<file path="config.mk">
export PLATFORM = sky130hd
export DESIGN_NAME = mmd_clear
export DESIGN_NICKNAME = d
export VERILOG_FILES = /design/src/hdl/assert_macros.svh /design/src/hdl/mmd_pkg.sv /design/src/hdl/mmd_clear.sv
export SDC_FILE = /design/constraint.sdc
export NUM_CORES = 1
export LEC_CHECK = 0
export BUFFER_PORTS_ARGS = -buffer_cell sky130_fd_sc_hd__buf_2
export CAP_MARGIN = 10
export CORE_MARGIN = 3
export CORE_UTILIZATION = 49
export DETAILED_ROUTE_END_ITERATION = 8
export GPL_ROUTABILITY_DRIVEN = 1
export PLACE_DENSITY = 0.77
export SLEW_MARGIN = 30
export SYNTH_ARGS = -nofsm -noshare
export SYNTH_HDL_FRONTEND = slang
export SYNTH_SLANG_ARGS = --single-unit
</file>
<file path="constraint.sdc">
create_clock -name clk_i -period 1.73 [get_ports clk_i]
set_clock_uncertainty 0.15 [all_clocks]
set_input_delay 0.0865 -clock clk_i [delete_from_list [all_inputs] [get_ports clk_i]]
set_output_delay 0.0865 -clock clk_i [all_outputs]
set_load 0.01 [all_outputs]
</file>
<file path="src/hdl/assert_macros.svh">
// Assertion macros shared by the memory map decoder RTL.
// Depends on clk_i and rst_ni being declared in the module that uses them.
`ifndef ASSERT_MACROS_SVH
`define ASSERT_MACROS_SVH

// Property checked on every rising clock edge outside reset.
`define MMD_ASSERT(lbl, prop, msg) \
  lbl: assert property (@(posedge clk_i) disable iff (!rst_ni) prop) else $error(msg);

// Condition that must never be seen outside reset.
`define MMD_NEVER(lbl, cond, msg) \
  lbl: assert property (@(posedge clk_i) disable iff (!rst_ni) !(cond)) else $error(msg);

`endif

</file>
<file path="src/hdl/mmd_pkg.sv">
// Types, codes and constants of the memory map decoder.
// No dependencies; imported by every module of the block but mmd_ram.
package mmd_pkg;

  typedef enum logic [1:0] {
    FUNC_READ  = 2'd0,
    FUNC_WRITE = 2'd1,
    FUNC_LOAD  = 2'd2,
    FUNC_UNMAP = 2'd3
  } func_e;

  typedef enum logic [2:0] {
    TGT_IO     = 3'd0,
    TGT_ROM    = 3'd1,
    TGT_SCREEN = 3'd2,
    TGT_RAM    = 3'd3,
    TGT_NONE   = 3'd4
  } target_e;

  localparam logic [3:0]  CFG_RAM_SIZE    = 4'd0;
  localparam logic [3:0]  CFG_SCREEN_MASK = 4'd1;

  localparam logic [15:0] SCREEN_BASE = 16'h8000;
  localparam logic [15:0] SCREEN_LAST = 16'h8FFF;
  localparam logic [15:0] WINDOW_MASK = 16'hF000;
  localparam logic [15:0] CRTC_LO     = 16'hE880;
  localparam logic [15:0] CRTC_HI     = 16'hE881;
  localparam logic [7:0]  OPEN_BUS    = 8'hFF;
  localparam logic [7:0]  BLANK_CHAR  = 8'h20;

  localparam logic [16:0] RAM_SIZE_RESET    = 17'd32768;
  localparam logic [16:0] RAM_SIZE_MAX      = 17'h10000;
  localparam logic [11:0] SCREEN_MASK_RESET = 12'h3FF;

  // ROM word: present flag above the image byte.
  localparam logic [8:0]  ROM_WORD_RESET = 9'h0FF;

  typedef struct packed {
    func_e       func;
    logic [15:0] addr;
    logic [7:0]  wdata;
    logic [15:0] eff;
  } stage_t;

  typedef struct packed {
    logic [7:0]  read_data;
    target_e     target;
    logic [7:0]  io_register;
    logic        video_write;
    logic [11:0] video_offset;
  } result_t;

  typedef struct packed {
    logic        we;
    logic [15:0] addr;
    logic [7:0]  data;
  } ram_wr_t;

  function automatic logic in_io(input logic [15:0] addr);
    return (addr inside {[16'hE810:16'hE81F], [16'hE820:16'hE82F], [16'hE840:16'hE84F]})
        || addr == CRTC_LO || addr == CRTC_HI;
  endfunction

endpackage

</file>
<file path="src/hdl/mmd_clear.sv">
// Post-reset clearing sequencer sweeping every memory entry once.
// Depends on mmd_pkg for the screen window bounds and fill byte.
module mmd_clear #(
  parameter int DEPTH = 65536
) (
  input  logic                     clk_i,
  input  logic                     rst_ni,
  output logic                     active_o,
  output logic [$clog2(DEPTH)-1:0] addr_o,
  output logic [7:0]               fill_o
);
  import mmd_pkg::*;

  localparam int AW = $clog2(DEPTH);

  logic          active_q, active_d;
  logic [AW-1:0] cnt_q, cnt_d;
  logic [15:0]   cnt_wide;

  always_comb begin
    active_d = active_q;
    cnt_d    = cnt_q;
    if (active_q) begin
      cnt_d = cnt_q + AW'(1);
      if (cnt_q == AW'(DEPTH - 1)) begin
        active_d = 1'b0;
      end
    end
  end

  always_ff @(posedge clk_i or negedge rst_ni) begin
    if (!rst_ni) begin
      active_q <= 1'b1;
      cnt_q    <= '0;
    end else begin
      active_q <= active_d;
      cnt_q    <= cnt_d;
    end
  end

  assign cnt_wide = 16'(cnt_q);
  assign active_o = active_q;
  assign addr_o   = cnt_q;
  assign fill_o   = (cnt_wide >= SCREEN_BASE && cnt_wide <= SCREEN_LAST) ? BLANK_CHAR : 8'h00;

endmodule

</file>
After elaboration in Yosys (flattened, before gate mapping)
Cells that the tools add are included.
Word-level totals
  register bits: 17
  latch bits: 0
  memory bits (writable): 0
  ROM bits: 0
  input port bits: 2
  output and inout bits: 25
  word-level logic and storage cells: 10
  memories: 0
Operators by class
  add/sub/neg operators: 1
  multipliers: 0
  divide/modulo/power cells: 0
  magnitude comparators: 2
  equal/unequal tests: 1
  shift operators: 0
  mux-type cells: 3
  bitwise operators: 0
  reductions and logical operators: 1
Operators by type and width (count)
  $add 16x1->16 const B: 1
  $eq 16x16->1 const B: 1
  $ge 16x16->1 const B: 1
  $le 16x16->1 const B: 1
  $mux 6: 1
  $mux 1: 2
  $logic_and 1x1->1: 1

Depth between registers and ports, before layout
Gate-level depths: netlist of the first run.
  depth after elaboration: 3
  gate-level depth with buffers: 5
  gate-level depth less buffers: 5

Worst setup path before layout of the first run
No wires, ideal clock.
  kind: reg2reg
  from: register active_q (netlist: active_o)
  to: register cnt_q[13] (netlist: addr_o[13])
  arrival: 1.281 ns
  data required time: 1.501 ns
  setup slack: 0.220 ns
  stages on the path, launching flop included: 6
  buffers on the path: 1
  period minus slack after synthesis: 1.510 ns
  cells stage by stage: dfstp_2 > and4_1 > buf_6 > nand4_4 > nor2_2 > xor2_1
RTL lines
  start, declared: RTL line mmd_clear.sv:16  | logic active_q, active_d;
  start signal, assigned: RTL line mmd_clear.sv:36  | active_q <= active_d;
  end signal, assigned: RTL line mmd_clear.sv:37  | cnt_q <= cnt_d;
  end, declared: RTL line mmd_clear.sv:17  | logic [AW-1:0] cnt_q, cnt_d;

==> results of run 1 <==
-- stage by stage --
step | cell area (sq um) | utilization | total power [mW]
after floorplan | 884.6 | - | 0.4234
after global placement | 924.6 | 0.5865 | 0.4201
after detailed placement | 924.6 | 0.5865 | 0.4204
after CTS | 960.9 | 0.6095 | 0.6269
after global routing | 960.9 | 0.6095 | 0.6476
final | 960.9 | 0.6095 | 0.6230
-- per-layer routing --
layer  track usage  vias to the layer above
met5             0                        -
met4       0.06452                        0
met1        0.2204                      268
li1              -                      281
met2        0.1821                       21
met3       0.02256                        2
-- registers in the layout, summed over array words and instances, names as in the netlist --
name      cells
active_o      1
addr_o       16
-- how the worst max path moves through the flow --
| stage | from | end | cells past startpoint |
|---|---|---|---|
| floorplan | active_o | addr_o[13] | 5 |
| global placement | addr_o[3] | addr_o[14] | 4 |
| detailed placement | active_o | addr_o[15] | 4 |
| CTS | active_o | addr_o[13] | 4 |
| global route | active_o | addr_o[13] | 4 |
| finish | active_o | addr_o[13] | 4 |
-- worst reg2reg max path, cell delays in order (launching register included) --
cell and delay (ns):
dfstp_2 0.60, and4_1 0.35, nand4_4 0.15, nor2_2 0.12, xor2_1 0.14
-- area by class of cell --
type                            instances  area [sq um]  share of cell area
Clock buffer                            4         26.28             0.02734
Sequential cell                        17         426.7              0.4440
Tap cell                               16         20.02             0.02083
Multi-Input combinational cell         52         371.6              0.3867
Inverter                                3         11.26             0.01172
Timing Repair Buffer                   20         105.1              0.1094
-- repair_timing --
action | CTS | global route
hold buffers | 1 | 0
setup endpoints to repair | 0 | 0
endpoints found under the hold margin | 17 | 0
-- cells by family (layout without fill, tap and decap cells) --
logic type	Yosys count	after routing
AND/OR/NAND/NOR	26	26
flip-flops	17	17
XOR/XNOR	15	15
buffers and inverters	12	27
adder cells (fa/ha/maj)	2	2
AO/OA/AOI/OAI	2	2
other	1	7
-- power by group through the flow --
| stage | Sequential, mW | Combinational [mW] | Clock (mW) |
|---|---|---|---|
| after global routing | 0.397 | 0.0197 | 0.231 |
| after floorplan | 0.405 | 0.0183 | 0 |
| after global placement | 0.405 | 0.0152 | 0 |
| after detailed placement | 0.405 | 0.0155 | 0 |
| final | 0.397 | 0.0169 | 0.209 |
| after CTS | 0.397 | 0.0171 | 0.213 |
-- placed cells by master, fill, tap and decap left out, types with 2 or more instances in the layout --
cell      netlist  final
nor3_2          2      2
conb_1          1      7
buf_2           0     19
xnor2_1         9      9
ha_1            2      2
nand2_1         6      6
nand4_1         4      4
and3_2          2      2
clkbuf_4        0      3
xor2_1          6      6
nand3_1         4      4
and4_1          2      2
inv_1           3      3
nor2_2          2      2
dfrtp_1        16     16
==> summary.txt, run 1 <==
crit start category: flip-flop
Reg2Reg Launch Point: active_o
Reg clk slew, reported paths: 0.10 ns
drt first-iter violations: 12
Worst-Skew Late Latency: 0.28 ns
Post-Route WL: 1.411 mm
Worst R2R Setup Slack: 0.14 ns
largest family of logic cells by synthesized area: simple AND/OR/NAND/NOR gates
number of failing setup endpoints in the final timing report: 0
Period Utilization, post-route: 0.9179
clock sinks: 17
I/O Pins: 27
Placed Cells: 107
Top Layer Used: met4
Yosys top cell by area: dfrtp_1
Via Count: 572
EDFF count, synth: 0
DR DRC count: 0
most common cell in the synthesized netlist: dfrtp_1
Leak: 0.5279 nW
Switching Fraction: 0.2151
Max rail drop VDD: 0.3980 mV
DP HPWL: 1.036 mm
cts bufs inserted: 3
ANT cells: 0
RSZ-0062 raised after global routing: no
clk buf depth: 2
Pre-antenna DRT Iters: 4
xor and xnor fraction of the mapped netlist area: 0.1524
CP delay by family, top: simple AND/OR/NAND/NOR gates
vias in the first global route: 488
post-synthesis adder-cell area fraction: 0.02903
vias per inst: 5.107
Unique masters post-synth: 22
number of hold violations in the final report: 0
Final #Nets: 101
Slowest Stage Delay on Critical Path: 0.60 ns
std cell rows: 14
gpl congestion: 0.7608
fill cell count: 146
Synth Area in Compound Gates: 0.01597
slowest cell on the critical path: dfstp_2
Reg power frac: 0.638
postcts setup bufs: 0
H-tree levels: 1
post-CTS sizing: 0
Psw: 0.1340 mW
warnings from Yosys: 0
clock share of power: 0.335
Reg2Reg Depth: 4
IO buf count: 19
synthesized area: 862.1 sq um
Period minus WS final: 1.588 ns
Gate power share: 0.027
pre-CTS setup slack: 0.1418 ns
routed wl met3: 83 um
Seq/Total Area, Yosys: 0.4949
DR WL met2: 606 um
first-pass GRT wire length: 2.242 mm
multiplexer share of the synthesized area: 0
Syn Area/Cell: 11.49 sq um
Commonest cells post-synth: dfrtp_1, xnor2_1, buf_4, nand2_1, xor2_1
Layout Area Growth over Synthesis: 11.47%
Initial Utilization: 0.5468
flip-flop and latch count after synthesis: 17
Synth Area in Simple Gates: 0.2032
Total Routing Usage GR: 0.1398
top post-synthesis cells by area: dfrtp_1, xnor2_1, buf_4
Core ar.: 1577 sq um
Async SR Flop Fraction: 1.000
post-synth top area share: 0.4644
Crit Path Category: flip-flop to flip-flop
layout cells sized above 1: 0.3229
DRT antenna net count: 0
die width: 47.95 um
WP data required: 1.80 ns
M1 WL: 700 um
wire per inst: 12.60 um
status: finished clean
Top FF cell, synth: dfrtp_1
power per cell area: 648.3 nW/um^2
crit end category: flip-flop
count of pins over their slew limit: 0
Min-Delay Path Class: input port to async pin
Worst Path Max Fanout: 8
Post-Syn Instances: 75
WP data arrival: 1.66 ns
clock tree from TritonCTS: built
Pint: 0.4890 mW
r2r endpoint: addr_o[13]
Finished Layout Cells: 112
max-cap violations: 0
fin worst setup slack: 0.1421 ns
setup TNS: 0 ns
crit path cell chain: and4_1 > nand4_4 > nor2_2 > xor2_1
worst hold margin: 0.09248 ns
CTS root buf: clkbuf_4
initial antenna violation count: 0
pin count of the biggest net entering global routing: 18
fmax: 629.8 MHz
Crit path buffers/inverters: 0
chip height: 47.95 um
die area: 2299 sq um
Overflow after GRT: 0
No activity file was read; power rests on OpenSTA's default activity.
==> run 2: changes to the inputs <==
Settings changed: CELL_PAD_IN_SITES_DETAIL_PLACEMENT set to 1, CELL_PAD_IN_SITES_GLOBAL_PLACEMENT set to 1, CORE_ASPECT_RATIO set to 1.5, CORE_UTILIZATION 49 to 37, PLACE_DENSITY 0.77 to 0.76.
==> run 2 against run 1 <==
Via count grew 3.0%. Cell count up 5.4%. Largest cell class unchanged. Combinational power is essentially flat. Count of clock-buffer cells in the layout unchanged. Worst hold slack lost 0.013 ns. Sequential share of layout area fell by 0.40 points. Die area up 29%. Critical path type unchanged.
==> summary.txt, run 2 (synthesis results as in run 1) <==
fill cell count: 246 (+68%)
chip height: 65.12 um (+36%)
Min-Delay Path Class: input port to async pin
Post-Route WL: 1.690 mm (+20%)
Worst-Skew Late Latency: 0.29 ns (about the same)
Period minus WS final: 1.598 ns (+0.01020 ns)
pin count of the biggest net entering global routing: 18 (unchanged)
CTS root buf: clkbuf_4
Max rail drop VDD: 0.3585 mV (-9.9%)
crit start category: flip-flop
drt first-iter violations: 9 (-3)
layout cells sized above 1: 0.3333 (+0.01042)
Layout Area Growth over Synthesis: 12.48%
die width: 45.41 um (-5.3%)
Via Count: 589 (+3.0%)
setup TNS: 0 ns (unchanged)
wire per inst: 14.32 um (+14%)
die area: 2957 sq um (+29%)
DR WL met2: 860 um (+42%)
worst hold margin: 0.07971 ns (-0.01277 ns)
Period Utilization, post-route: 0.9238 (+0.005898)
DR DRC count: 0 (unchanged)
Total Routing Usage GR: 0.1361 (-0.003645)
Worst R2R Setup Slack: 0.13 ns (about the same)
H-tree levels: 1 (unchanged)
vias in the first global route: 616 (+26%)
fmax: 625.7 MHz (-0.64%)
postcts setup bufs: 0 (unchanged)
DP HPWL: 1.290 mm (+25%)
crit end category: flip-flop
std cell rows: 20 (+6)
Crit Path Category: flip-flop to flip-flop
pre-CTS setup slack: 0.1212 ns (-0.02050 ns)
Reg2Reg Depth: 4 (unchanged)
number of hold violations in the final report: 0 (unchanged)
I/O Pins: 27 (unchanged)
ANT cells: 0 (unchanged)
clock tree from TritonCTS: built
Reg clk slew, reported paths: 0.10 ns (about the same)
max-cap violations: 0 (unchanged)
Pre-antenna DRT Iters: 3 (-1)
commonest non-fill, non-tap cell in the layout: buf_2
number of failing setup endpoints in the final timing report: 0 (unchanged)
r2r endpoint: addr_o[12]
Core ar.: 2127 sq um (+35%)
Top Layer Used: met4
routed wl met3: 94 um (+13%)
Core Util, Final: 0.4559 (-0.1536)
M1 WL: 685 um (-2.1%)
cts bufs inserted: 3 (unchanged)
Worst Setup SP: addr_o[3]
IO buf count: 19 (unchanged)
WP data arrival: 1.66 ns (about the same)
Worst Path Max Fanout: 6 (-2)
power per cell area: 646.6 nW/um^2 (-0.26%)
clock sinks: 17 (unchanged)
Reg2Reg Launch Point: addr_o[3]
max reg flops: 16 (unchanged)
Final #Nets: 101 (unchanged)
WP data required: 1.80 ns (about the same)
Overflow after GRT: 0 (unchanged)
vias per inst: 4.992 (-2.3%)
commonest cells after routing, fill and taps aside: buf_2, dfrtp_1, xnor2_1
Initial Utilization: 0.4053 (-0.1415)
status: finished clean
Leak: 0.5280 nW (about the same)
Critical Path End: addr_o[12]
count of pins over their slew limit: 0 (unchanged)
first-pass GRT wire length: 2.925 mm (+30%)
DRT antenna net count: 0 (unchanged)
clk buf depth: 2 (unchanged)
fin worst setup slack: 0.1319 ns (-0.01020 ns)
gpl congestion: 0.7445 (-2.1%)
RSZ-0062 raised after global routing: no
initial antenna violation count: 0 (unchanged)
run 2: cell counts in the layout (fill, tap and decap cells not counted):
No cell type changed its count.
run 2: critical path, stage by stage (launching register included):
cell and delay (ns):
dfrtp_1 0.46, and4_1 0.42, nand2_2 0.14, nor3_2 0.19, xor2_1 0.16
run 2: power breakdown:
part	switching [mW]	leakage [nW]	internal, mW
sequential	0	0.234	0.397
clock	0.123	0.0150	0.0898
combinational	0.0147	0.279	0.00228
run 2: worst min-delay path by stage:
stage,depth (start not counted),start,end
final,2,rst_ni,addr_o[5]
after global routing,2,rst_ni,addr_o[6]
after CTS,2,rst_ni,addr_o[5]
after detailed placement,1,rst_ni,addr_o[4]
after global placement,1,rst_ni,addr_o[4]
after floorplan,0,rst_ni,addr_o[0]
run 2: timing repair:
action                     4_1_cts  5_1_grt
hold buffers                     1        0
hold endpoints to repair        17        0
setup endpoints to repair        0        2
gates resized for setup          0        1
run 2: per-stage QoR:
| stage | std cells | power [mW] | area, sq um |
|---|---|---|---|
| 5_1_grt | 118 | 0.6593 | 969.7 |
| 2_1_floorplan | 81 | 0.4234 | 884.6 |
| 3_5_place_dp | 113 | 0.4205 | 932.1 |
| 6_report | 118 | 0.6270 | 969.7 |
| 3_3_place_gp | 113 | 0.4200 | 932.1 |
| 4_1_cts | 118 | 0.6372 | 968.4 |
run 2: final cells by class:
cell class                      instances  area, sq um  area share
Sequential cell                        17        426.7      0.4400
Multi-Input combinational cell         52        372.9      0.3845
Timing Repair Buffer                   20        105.1      0.1084
Tap cell                               22        27.53     0.02839
Clock buffer                            4        26.28     0.02710
Inverter                                3        11.26     0.01161
run 2: per-layer routing:
metal | up-vias | GRT usage
met5 | - | 0
met4 | 0 | 0.08791
met3 | 5 | 0.02466
met2 | 17 | 0.2168
met1 | 290 | 0.1603
li1 | 277 | -
