==> src/hdl/assert_macros.svh <==
// Assertion macros shared by the memory map decoder RTL.
// Depends on clk_i and rst_ni being declared in the module that uses them.
`ifndef ASSERT_MACROS_SVH
`define ASSERT_MACROS_SVH

// Property checked on every rising clock edge outside reset.
`define MMD_ASSERT(lbl, prop, msg) \
  lbl: assert property (@(posedge clk_i) disable iff (!rst_ni) prop) else $error(msg);

// Condition that must never be seen outside reset.
`define MMD_NEVER(lbl, cond, msg) \
  lbl: assert property (@(posedge clk_i) disable iff (!rst_ni) !(cond)) else $error(msg);

`endif

==> src/hdl/mmd_pkg.sv <==
// Types, codes and constants of the memory map decoder.
// No dependencies; imported by every module of the block but mmd_ram.
package mmd_pkg;

  typedef enum logic [1:0] {
    FUNC_READ  = 2'd0,
    FUNC_WRITE = 2'd1,
    FUNC_LOAD  = 2'd2,
    FUNC_UNMAP = 2'd3
  } func_e;

  typedef enum logic [2:0] {
    TGT_IO     = 3'd0,
    TGT_ROM    = 3'd1,
    TGT_SCREEN = 3'd2,
    TGT_RAM    = 3'd3,
    TGT_NONE   = 3'd4
  } target_e;

  localparam logic [3:0]  CFG_RAM_SIZE    = 4'd0;
  localparam logic [3:0]  CFG_SCREEN_MASK = 4'd1;

  localparam logic [15:0] SCREEN_BASE = 16'h8000;
  localparam logic [15:0] SCREEN_LAST = 16'h8FFF;
  localparam logic [15:0] WINDOW_MASK = 16'hF000;
  localparam logic [15:0] CRTC_LO     = 16'hE880;
  localparam logic [15:0] CRTC_HI     = 16'hE881;
  localparam logic [7:0]  OPEN_BUS    = 8'hFF;
  localparam logic [7:0]  BLANK_CHAR  = 8'h20;

  localparam logic [16:0] RAM_SIZE_RESET    = 17'd32768;
  localparam logic [16:0] RAM_SIZE_MAX      = 17'h10000;
  localparam logic [11:0] SCREEN_MASK_RESET = 12'h3FF;

  // ROM word: present flag above the image byte.
  localparam logic [8:0]  ROM_WORD_RESET = 9'h0FF;

  typedef struct packed {
    func_e       func;
    logic [15:0] addr;
    logic [7:0]  wdata;
    logic [15:0] eff;
  } stage_t;

  typedef struct packed {
    logic [7:0]  read_data;
    target_e     target;
    logic [7:0]  io_register;
    logic        video_write;
    logic [11:0] video_offset;
  } result_t;

  typedef struct packed {
    logic        we;
    logic [15:0] addr;
    logic [7:0]  data;
  } ram_wr_t;

  function automatic logic in_io(input logic [15:0] addr);
    return (addr inside {[16'hE810:16'hE81F], [16'hE820:16'hE82F], [16'hE840:16'hE84F]})
        || addr == CRTC_LO || addr == CRTC_HI;
  endfunction

endpackage

==> src/hdl/mmd_decode.sv <==
// Decode of one registered bus access against the memory read data.
// Depends on mmd_pkg; produces the result and the deferred RAM write.
module mmd_decode #(
  parameter int ADDRESS_SPACE = 65536
) (
  input  mmd_pkg::stage_t  stage_i,
  input  logic [16:0]      ram_size_i,
  input  logic [11:0]      screen_mask_i,
  input  logic [8:0]       rom_word_i,
  input  logic [7:0]       ram_byte_i,
  output mmd_pkg::result_t result_o,
  output mmd_pkg::ram_wr_t ram_wr_o
);
  import mmd_pkg::*;

  localparam logic [16:0] SPACE_END = 17'(ADDRESS_SPACE);

  logic addr_in_space, eff_in_space, screen, io, rom, ram;

  assign addr_in_space = {1'b0, stage_i.addr} < SPACE_END;
  assign eff_in_space  = {1'b0, stage_i.eff} < SPACE_END;
  assign screen        = (stage_i.addr & WINDOW_MASK) == SCREEN_BASE;
  assign io            = in_io(stage_i.addr);
  assign rom           = addr_in_space && rom_word_i[8];
  assign ram           = addr_in_space && ({1'b0, stage_i.addr} < ram_size_i);

  always_comb begin
    result_o = '{read_data: 8'h00, target: TGT_NONE, io_register: 8'h00,
                 video_write: 1'b0, video_offset: 12'h000};
    ram_wr_o = '{we: 1'b0, addr: stage_i.addr, data: stage_i.wdata};
    case (stage_i.func)
      FUNC_READ: begin
        if (io) begin
          result_o.target      = TGT_IO;
          result_o.io_register = stage_i.addr[7:0];
        end else if (rom) begin
          result_o.target    = TGT_ROM;
          result_o.read_data = rom_word_i[7:0];
        end else if (screen) begin
          result_o.target    = TGT_SCREEN;
          result_o.read_data = eff_in_space ? ram_byte_i : OPEN_BUS;
        end else if (ram) begin
          result_o.target    = TGT_RAM;
          result_o.read_data = ram_byte_i;
        end else begin
          result_o.read_data = OPEN_BUS;
        end
      end
      FUNC_WRITE: begin
        if (screen) begin
          result_o.target       = TGT_SCREEN;
          result_o.video_write  = 1'b1;
          result_o.video_offset = stage_i.addr[11:0] & screen_mask_i;
          ram_wr_o.we           = eff_in_space;
          ram_wr_o.addr         = stage_i.eff;
        end else if (io) begin
          result_o.target      = TGT_IO;
          result_o.io_register = stage_i.addr[7:0];
        end else if (rom) begin
          result_o.target = TGT_ROM;
        end else if (ram) begin
          result_o.target = TGT_RAM;
          ram_wr_o.we     = 1'b1;
        end
      end
      default: begin
        result_o.target = TGT_ROM;
      end
    endcase
  end

endmodule

==> config.mk <==
export PLATFORM = sky130hd
export DESIGN_NAME = mmd_decode
export DESIGN_NICKNAME = d
export VERILOG_FILES = /design/src/hdl/assert_macros.svh /design/src/hdl/mmd_pkg.sv /design/src/hdl/mmd_decode.sv
export SDC_FILE = /design/constraint.sdc
export NUM_CORES = 1
export LEC_CHECK = 0
export ABC_AREA = 1
export BUFFER_PORTS_ARGS = -buffer_cell sky130_fd_sc_hd__buf_2
export CAP_MARGIN = 20
export CELL_PAD_IN_SITES_DETAIL_PLACEMENT = 1
export CELL_PAD_IN_SITES_GLOBAL_PLACEMENT = 1
export CORE_MARGIN = 2
export CORE_UTILIZATION = 18
export DETAILED_ROUTE_END_ITERATION = 12
export PLACE_DENSITY_LB_ADDON = 0.1
export SYNTH_ARGS = -nofsm -noshare
export SYNTH_HDL_FRONTEND = slang
export SYNTH_SLANG_ARGS = --single-unit
==> constraint.sdc <==
create_clock -name vclk -period 1.36
set_input_delay 0.136 -clock vclk [all_inputs]
set_output_delay 0.136 -clock vclk [all_outputs]
set_load 0.01 [all_outputs]
# After elaboration in Yosys (flattened, before gate mapping)
# Index checks and enable logic that the tools add are counted.
dict set report totals {
  ff_bits 0
  inputBits 88
}
dict set report op_classes {
  n_bitwise 1
  order_cmp 7
  mux 22
  eq_ne 4
  n_reduce_logical 7
}
# cell n
set op_table {}
lappend op_table {{16-bit greater-or-equal comparator, second input constant} 3}
lappend op_table {{16-bit less-or-equal comparator, second input constant} 3}
lappend op_table {{8-bit 2-to-1 mux} 5}
lappend op_table {{16-bit equality test, second input constant} 2}
lappend op_table {{13-bit 2-to-1 mux} 2}
lappend op_table {{11-bit 2-to-1 mux} 2}
lappend op_table {{16-bit by 17-bit < comparator with 1-bit output} 1}
lappend op_table {{17-bit 2-to-1 mux} 1}
lappend op_table {{16-bit 2-to-1 mux} 1}
lappend op_table {{8-bit case mux with 2 select lines} 1}
lappend op_table {{3-bit 2-to-1 mux} 5}
lappend op_table {{12-bit bitwise AND} 1}
lappend op_table {{3-bit case mux with 2 select lines} 1}
lappend op_table {{4-bit equality test, second input constant} 1}
lappend op_table {{1-bit 2-to-1 mux} 4}
lappend op_table {{1-bit logical AND} 3}
lappend op_table {{3-bit nonzero test} 1}
lappend op_table {{2-bit by 1-bit equality test with 1-bit output, second input constant} 1}
lappend op_table {{2-bit zero test} 1}
lappend op_table {{1-bit logical OR} 2}

# Logic depth before layout (Yosys ltp)
# Gate-level depths: netlist of the first run.
dict set report logic_depth {
  depth_word 8
  mapped_depth 14
}

# Worst setup path before layout of the first run
# OpenSTA, ideal clock, no wires.
dict set report synth_path {
  kind {in2out}
  startpoint {input ram_size_i[12]}
  endpoint {output result_o[24] in the netlist's numbering}
  path_buffers 0
  required_time_ns 1.224
  setup_slack_ns -0.013
  cell_stages 14
  t_arrival_ns 1.237
  cell_sequence {inv_1 -> ha_1 -> nand2_1 -> inv_1 -> nand2_1 -> nand2_1 -> nand2_1 -> nand2_1 -> nor2_1 -> nand2_1 -> nand2_2 -> nand3_1 -> nand2_1 -> inv_1}
}
# element line_no
set synth_rtl {}
lappend synth_rtl {{start: declaration} mmd_decode.sv:7} ;# input logic [16:0] ram_size_i,
lappend synth_rtl {{end: declaration} mmd_decode.sv:11} ;# output mmd_pkg::result_t result_o,

==> summary.md, run 1 <==
| Metric | Value |
|---|---|
| Power density over cell area | 257 nW/um2 |
| Overall routed net length | roughly 6.7 mm |
| Met3 Use GR | 0.0159 |
| FP Rows | 30 |
| Initial drt markers | 26 |
| Global-route wire length before repair | 10.7 mm |
| Vias per cell | 4.27 |
| CP Data Required Time | 1.22 ns |
| Crit path arrival time | 1.49 ns |
| Largest net degree at the start of global routing | 18 |
| M2 GR Usage | 0.328 |
| Gr busiest metal | met2 |
| Die height | 88.2 um |
| Post-route ant nets | 0 |
| Met1 usage | 0.199 |
| Setup WS post-layout | -0.264 ns |
| Critical path class | input port to output port |
| Drt pass-1 iters | 4 |
| VDD IR max | 0.134 mV |
| Width of the die | 88.2 um |
| Critical Path Sink | result_o[26] |
| Routed vias | 2272 |
| Gpl congestion | 0.760 |
| Post-Syn Nets | 364 |
| Layout cells sized above 1 | 0.681 |
| P_leak | 1.76 nW |
| Mapped Cells | 261 |
| Final setup violation count | 21 |
| Failing checks | negative setup slack |
| DP Area | between 2000 and 2500 um2 |
| HP Class | input port to output port |
| Crit path launch type | input port |
| Final Hold Viols | 0 |
| Library cells used by synthesis | 25 |
| Fmax | 616 MHz |
| Sequential cell area | 0 um2 |
| IO buf count | between 100 and 150 |
| Synth-to-layout area growth | 159% |
| Fin crit share | 1.19 |
| Seq/Total Area, Yosys | 0 |
| Status | finished with violations |
| Slew Limit Fails | 0 |
| Critical path launch point | ram_size_i[4] |
| Die area | 7790 um2 |
| GRT overflow | 0 |
| Detailed placement HPWL | 5.11 mm |
| Min Tclk post-route | 1.62 ns |
| Layout Nets | 541 |
| Post-route cell area | 3310 um2 |
| Setup Slack @ Placement | -0.490 ns |
| Core area | around 6800 um2 |
| Rel. slew slack | 0.833 |
| Vias in the first global route | roughly 2400 |
| Initial Util | 0.187 |
| Total track usage | 0.167 |
| # DRC | 0 |
| RSZ-0062 raised after global routing | yes |
| Worst-margin pin slew | 0.250 ns |
| Crit path capture type | output port |
| Initial antenna violation count | 0 |
| Critical path fanouts, max | 5 |
| Antenna Cells | 0 |
| Sequential cells | 0 |
| Yosys warns | 0 |
| IO Pins | 145 |
| Total of max-cap violations | 0 |
| Syn Area/Cell | 4.89 um2 |
| Post-Syn Area | 1280 um2 |
| Per-cell routed wire length | 12.6 um |
| Clock buf count | 0 |
| Hold-fix buffers, CTS | 0 |
cell usage after synthesis (all sizes together):
cell    number  area, um2
a21o         1       7.51
inv         60        225
nand2       78        295
a21oi        6       30.0
nand3       16       85.1
nand4        2       18.8
ha          15        188
nor2        43        174
o21a         1       7.51
nor4         8       50.1
nor3         7       40.0
clkinv       1       3.75
buf         12       98.8
clkbuf       1       3.75
o21ai       10       50.0
cells by family (layout without fill, tap and decap cells):
family,Yosys count,in the layout,share of synthesized area
AO/OA/AOI/OAI,18,18,0.0744
buffers and inverters,74,248,0.260
adder cells (fa/ha/maj),15,15,0.147
AND/OR/NAND/NOR,154,155,0.519
stage by stage:
stage | hold slack (ns) | utilization | total power, W | setup TNS [ns] | cells
2_1_floorplan | 0.364 | - | 0.000263 | 0 | 261
5_1_grt | 0.272 | 0.485 | 0.000940 | -6.97 | 532
3_5_place_dp | 0.272 | 0.327 | 0.000536 | -9.47 | 508
4_1_cts | 0.272 | 0.433 | 0.000746 | -3.98 | 523
6_report | 0.272 | 0.485 | 0.000852 | -3.93 | 532
3_3_place_gp | 0.272 | 0.327 | 0.000524 | -8.92 | 508
how the worst min path moves through the flow:
stage,start,endpoint,slack (ns),depth (start not counted)
2_1_floorplan,stage_i[16],ram_wr_o[0],0.36,1
3_3_place_gp,stage_i[17],ram_wr_o[1],0.27,0
3_5_place_dp,stage_i[17],ram_wr_o[1],0.27,0
4_1_cts,stage_i[17],ram_wr_o[1],0.27,0
5_1_grt,stage_i[16],ram_wr_o[0],0.27,0
6_report,stage_i[19],ram_wr_o[3],0.27,0
power by group:
group / internal, W / switching [W] / total (W)
Sequential: 0 / 0 / 0
Clock: 0 / 0 / 0
Combinational: 0.000437 / 0.000415 / 0.000852
critical path, stage by stage:
cell and delay, ns:
buf_2 0.11, inv_2 0.06, ha_4 0.21, a21oi_1 0.16, nand2_1 0.08, nand2_1 0.07, nand2_1 0.07, nand2_2 0.10
nand2_4 0.10, nand2_4 0.12, nand3_2 0.06, nand2_1 0.06, inv_1 0.03, buf_2 0.13
area by class of cell:
type                       count  area [um2]
inverter                      61         251
timing repair buffer         187        1370
fill                         904        3520
tap                           96         120
multi-input combinational    188        1570
routing by layer:
metal,share of wire,up-vias
met5,0,-
met4,0.012,0
met3,0.058,8
met2,0.54,78
met1,0.39,1042
li1,-,1144
placed cells by master (no fill, tap or decap), types with 2 or more instances in the layout:
cell type,n
nand3_4,2
nand3_2,10
nand2_1,53
buf_4,40
o21ai_2,4
nor4_4,8
o21ai_1,6
nand2_2,17
nor2_1,26
buf_8,10
a21oi_1,2
inv_1,37
buf_6,33
a21oi_2,4
nand2_4,8
nand3_1,4
inv_2,14
nor3_1,6
buf_12,2
buf_2,102
inv_4,9
ha_4,14
nor2_4,12
nor2_2,5
timing repair:
item,in CTS,in global routing
gates resized for setup,146,70
cloned,2,0
setup buffers,14,11
setup endpoints to repair,43,42
pin swaps,46,44
Note: power is estimated with default switching activity, not from simulation.
==> inputs of run 2 (changes only) <==
Settings changed: MAX_ROUTING_LAYER set to met4, RECOVER_POWER set to 50.
==> run 2 against run 1 <==
Effect of this change:
- critical endpoint unchanged
- the run still ends with negative setup slack left
- non-clock buffer count unchanged
- largest cell class unchanged
- highest routed layer unchanged
- worst hold slack is the same
- sequential cell count unchanged
- combinational power hardly changed
- clock-buffer cell count unchanged
- sequential share of layout area did not move
- critical path depth stayed put
==> summary.md, run 2 (synthesis results as in run 1) <==
| Metric | Value |
|---|---|
| Cell mode on critical path | nand2_1 |
| Sum of buffers and inverters on the critical path | 4 |
| GRT overflow | 0 |
| CP cell instances | buf_2 > inv_2 > ha_4 > a21oi_1 > nand2_1 > nand2_1 > nand2_1 > nand2_2 > nand2_4 > nand2_4 > nand3_2 > nand2_1 > inv_1 > buf_2 |
| Vias in the first global route | between 2000 and 2500 |
| HP Class | input port to output port |
| Fmax | just over 600 MHz |
| Total of max-cap violations | 0 |
| M2 GR Usage | 0.328 |
| Width of the die | 88.2 um |
| Setup Slack @ Placement | -0.490 ns |
| # DRC | 0 |
| Drt pass-1 iters | 4 |
| Layout cells sized above 1 | 0.679 |
| Delay-heaviest family, CP | simple AND/OR/NAND/NOR gates |
| Synth-to-layout area growth | 159% |
| Final Hold Viols | 0 |
| Routed vias | 2270 |
| Post-route cell area | 3310 um2 |
| Sequential cells | 0 |
| IO buf count | 129 |
| Post-route ant nets | 0 |
| Initial Util | 0.187 |
| Sequential cell area | 0 um2 |
| Crit path launch type | input port |
| Critical path launch point | ram_size_i[4] |
| Most common cell after layout, fill and taps aside | buf_2 |
| Gpl congestion | approximately 0.77 |
| Gr busiest metal | met2 |
| Die height | 88.2 um |
| Hold path cells | 0 |
| Clock buf count | 0 |
| Critical path fanouts, max | 5 |
| FP Rows | 30 |
| Slowest stage delay, CP | 0.21 ns |
| Core area | 6830 um2 |
| Antenna Cells | 0 |
| Hold-fix buffers, CTS | 0 |
| Global-route wire length before repair | 10.6 mm |
| Crit path capture type | output port |
| Min Tclk post-route | around 1.6 ns |
| Initial antenna violation count | 0 |
| Vias per cell | approximately 4.3 |
| Power density over cell area | between 200 and 300 nW/um2 |
| Failing checks | negative setup slack |
| VDD IR max | 0.134 mV |
| Hold Path Sink | ram_wr_o[0] |
| Status | finished with violations |
| CP Data Required Time | 1.22 ns |
| IO Pins | 145 |
| Detailed placement HPWL | 5.11 mm |
| Setup WS post-layout | -0.264 ns |
| Rel. slew slack | 0.833 |
| Fillers | 905 |
| Layout Nets | 541 |
| Total track usage | 0.172 |
| Fin crit share | 1.19 |
| P_leak | roughly 1.8 nW |
| Most frequent cells in the layout | 101 x buf_2, 53 x nand2_1, 39 x buf_4 |
| Slew Limit Fails | 0 |
| Per-cell routed wire length | 12.6 um |
| Largest net degree at the start of global routing | 18 |
| Worst hold start | stage_i[16] |
| DP Area | 2230 um2 |
| Met1 usage | 0.201 |
| Crit path arrival time | ~1.5 ns |
| RSZ-0062 raised after global routing | yes |
| Initial drt markers | 22 |
| Worst-margin pin slew | roughly 0.25 ns |
| Met3 Use GR | 0.0121 |
| CP max-delay cell | ha_4 |
| Final setup violation count | 22 |
| Die area | approximately 7800 um2 |
| Overall routed net length | between 6 and 7 mm |
| Critical path class | input port to output port |
==> run 2: cell types whose count changed in the layout (fill, tap and decap cells not counted) <==
| cell | delta |
|---|---|
| buf_2 | -1 |
| buf_4 | -1 |
| clkbuf_1 | +1 |
| clkbuf_2 | +1 |
==> run 2: through the flow <==
step	TNS [ns]	util	total power, W	cells	hold WS (ns)
6_report	-3.95	0.484	0.000852	532	0.272
4_1_cts	-3.98	0.433	0.000746	523	0.272
3_5_place_dp	-9.47	0.327	0.000536	508	0.272
2_1_floorplan	0	-	0.000263	261	0.364
5_1_grt	-6.96	0.484	0.000940	532	0.272
3_3_place_gp	-8.92	0.327	0.000524	508	0.272
==> run 2: layout make-up <==
type                       count  area (um2)  area share
tap                           96         120      0.0363
timing repair buffer         187        1370       0.414
inverter                      61         251      0.0760
multi-input combinational    188        1570       0.474
==> run 2: worst max-delay path by stage <==
| stage | endpoint | slack, ns | cells past startpoint |
|---|---|---|---|
| detailed placement | result_o[25] | -0.49 | 13 |
| floorplan | result_o[30] | 0.0009 | 12 |
| global placement | result_o[25] | -0.46 | 13 |
| CTS | result_o[31] | -0.30 | 16 |
| finish | result_o[26] | -0.26 | 14 |
| global route | result_o[25] | -0.37 | 14 |
==> run 2: repair_timing <==
| item | in CTS | in global routing |
|---|---|---|
| resized for setup | 146 | 70 |
| buffers inserted | 14 | 11 |
| gates cloned | 2 | 0 |
| setup endpoints to repair | 43 | 42 |
| pin swaps | 46 | 44 |
==> run 2: power breakdown <==
group          switching [W]  internal (W)  leakage, nW  total (W)
registers                  0             0            0          0
logic               0.000415      0.000437         1.76   0.000852
clock network              0             0            0          0
total               0.000415      0.000437         1.76   0.000852
==> run 2: layer usage <==
| layer | wire length [um] | up-vias |
|---|---|---|
| met5 | 0 | - |
| met4 | 84 | 0 |
| met3 | 359 | 8 |
| met2 | 3660 | 78 |
| met1 | 2610 | 1039 |
| li1 | - | 1145 |
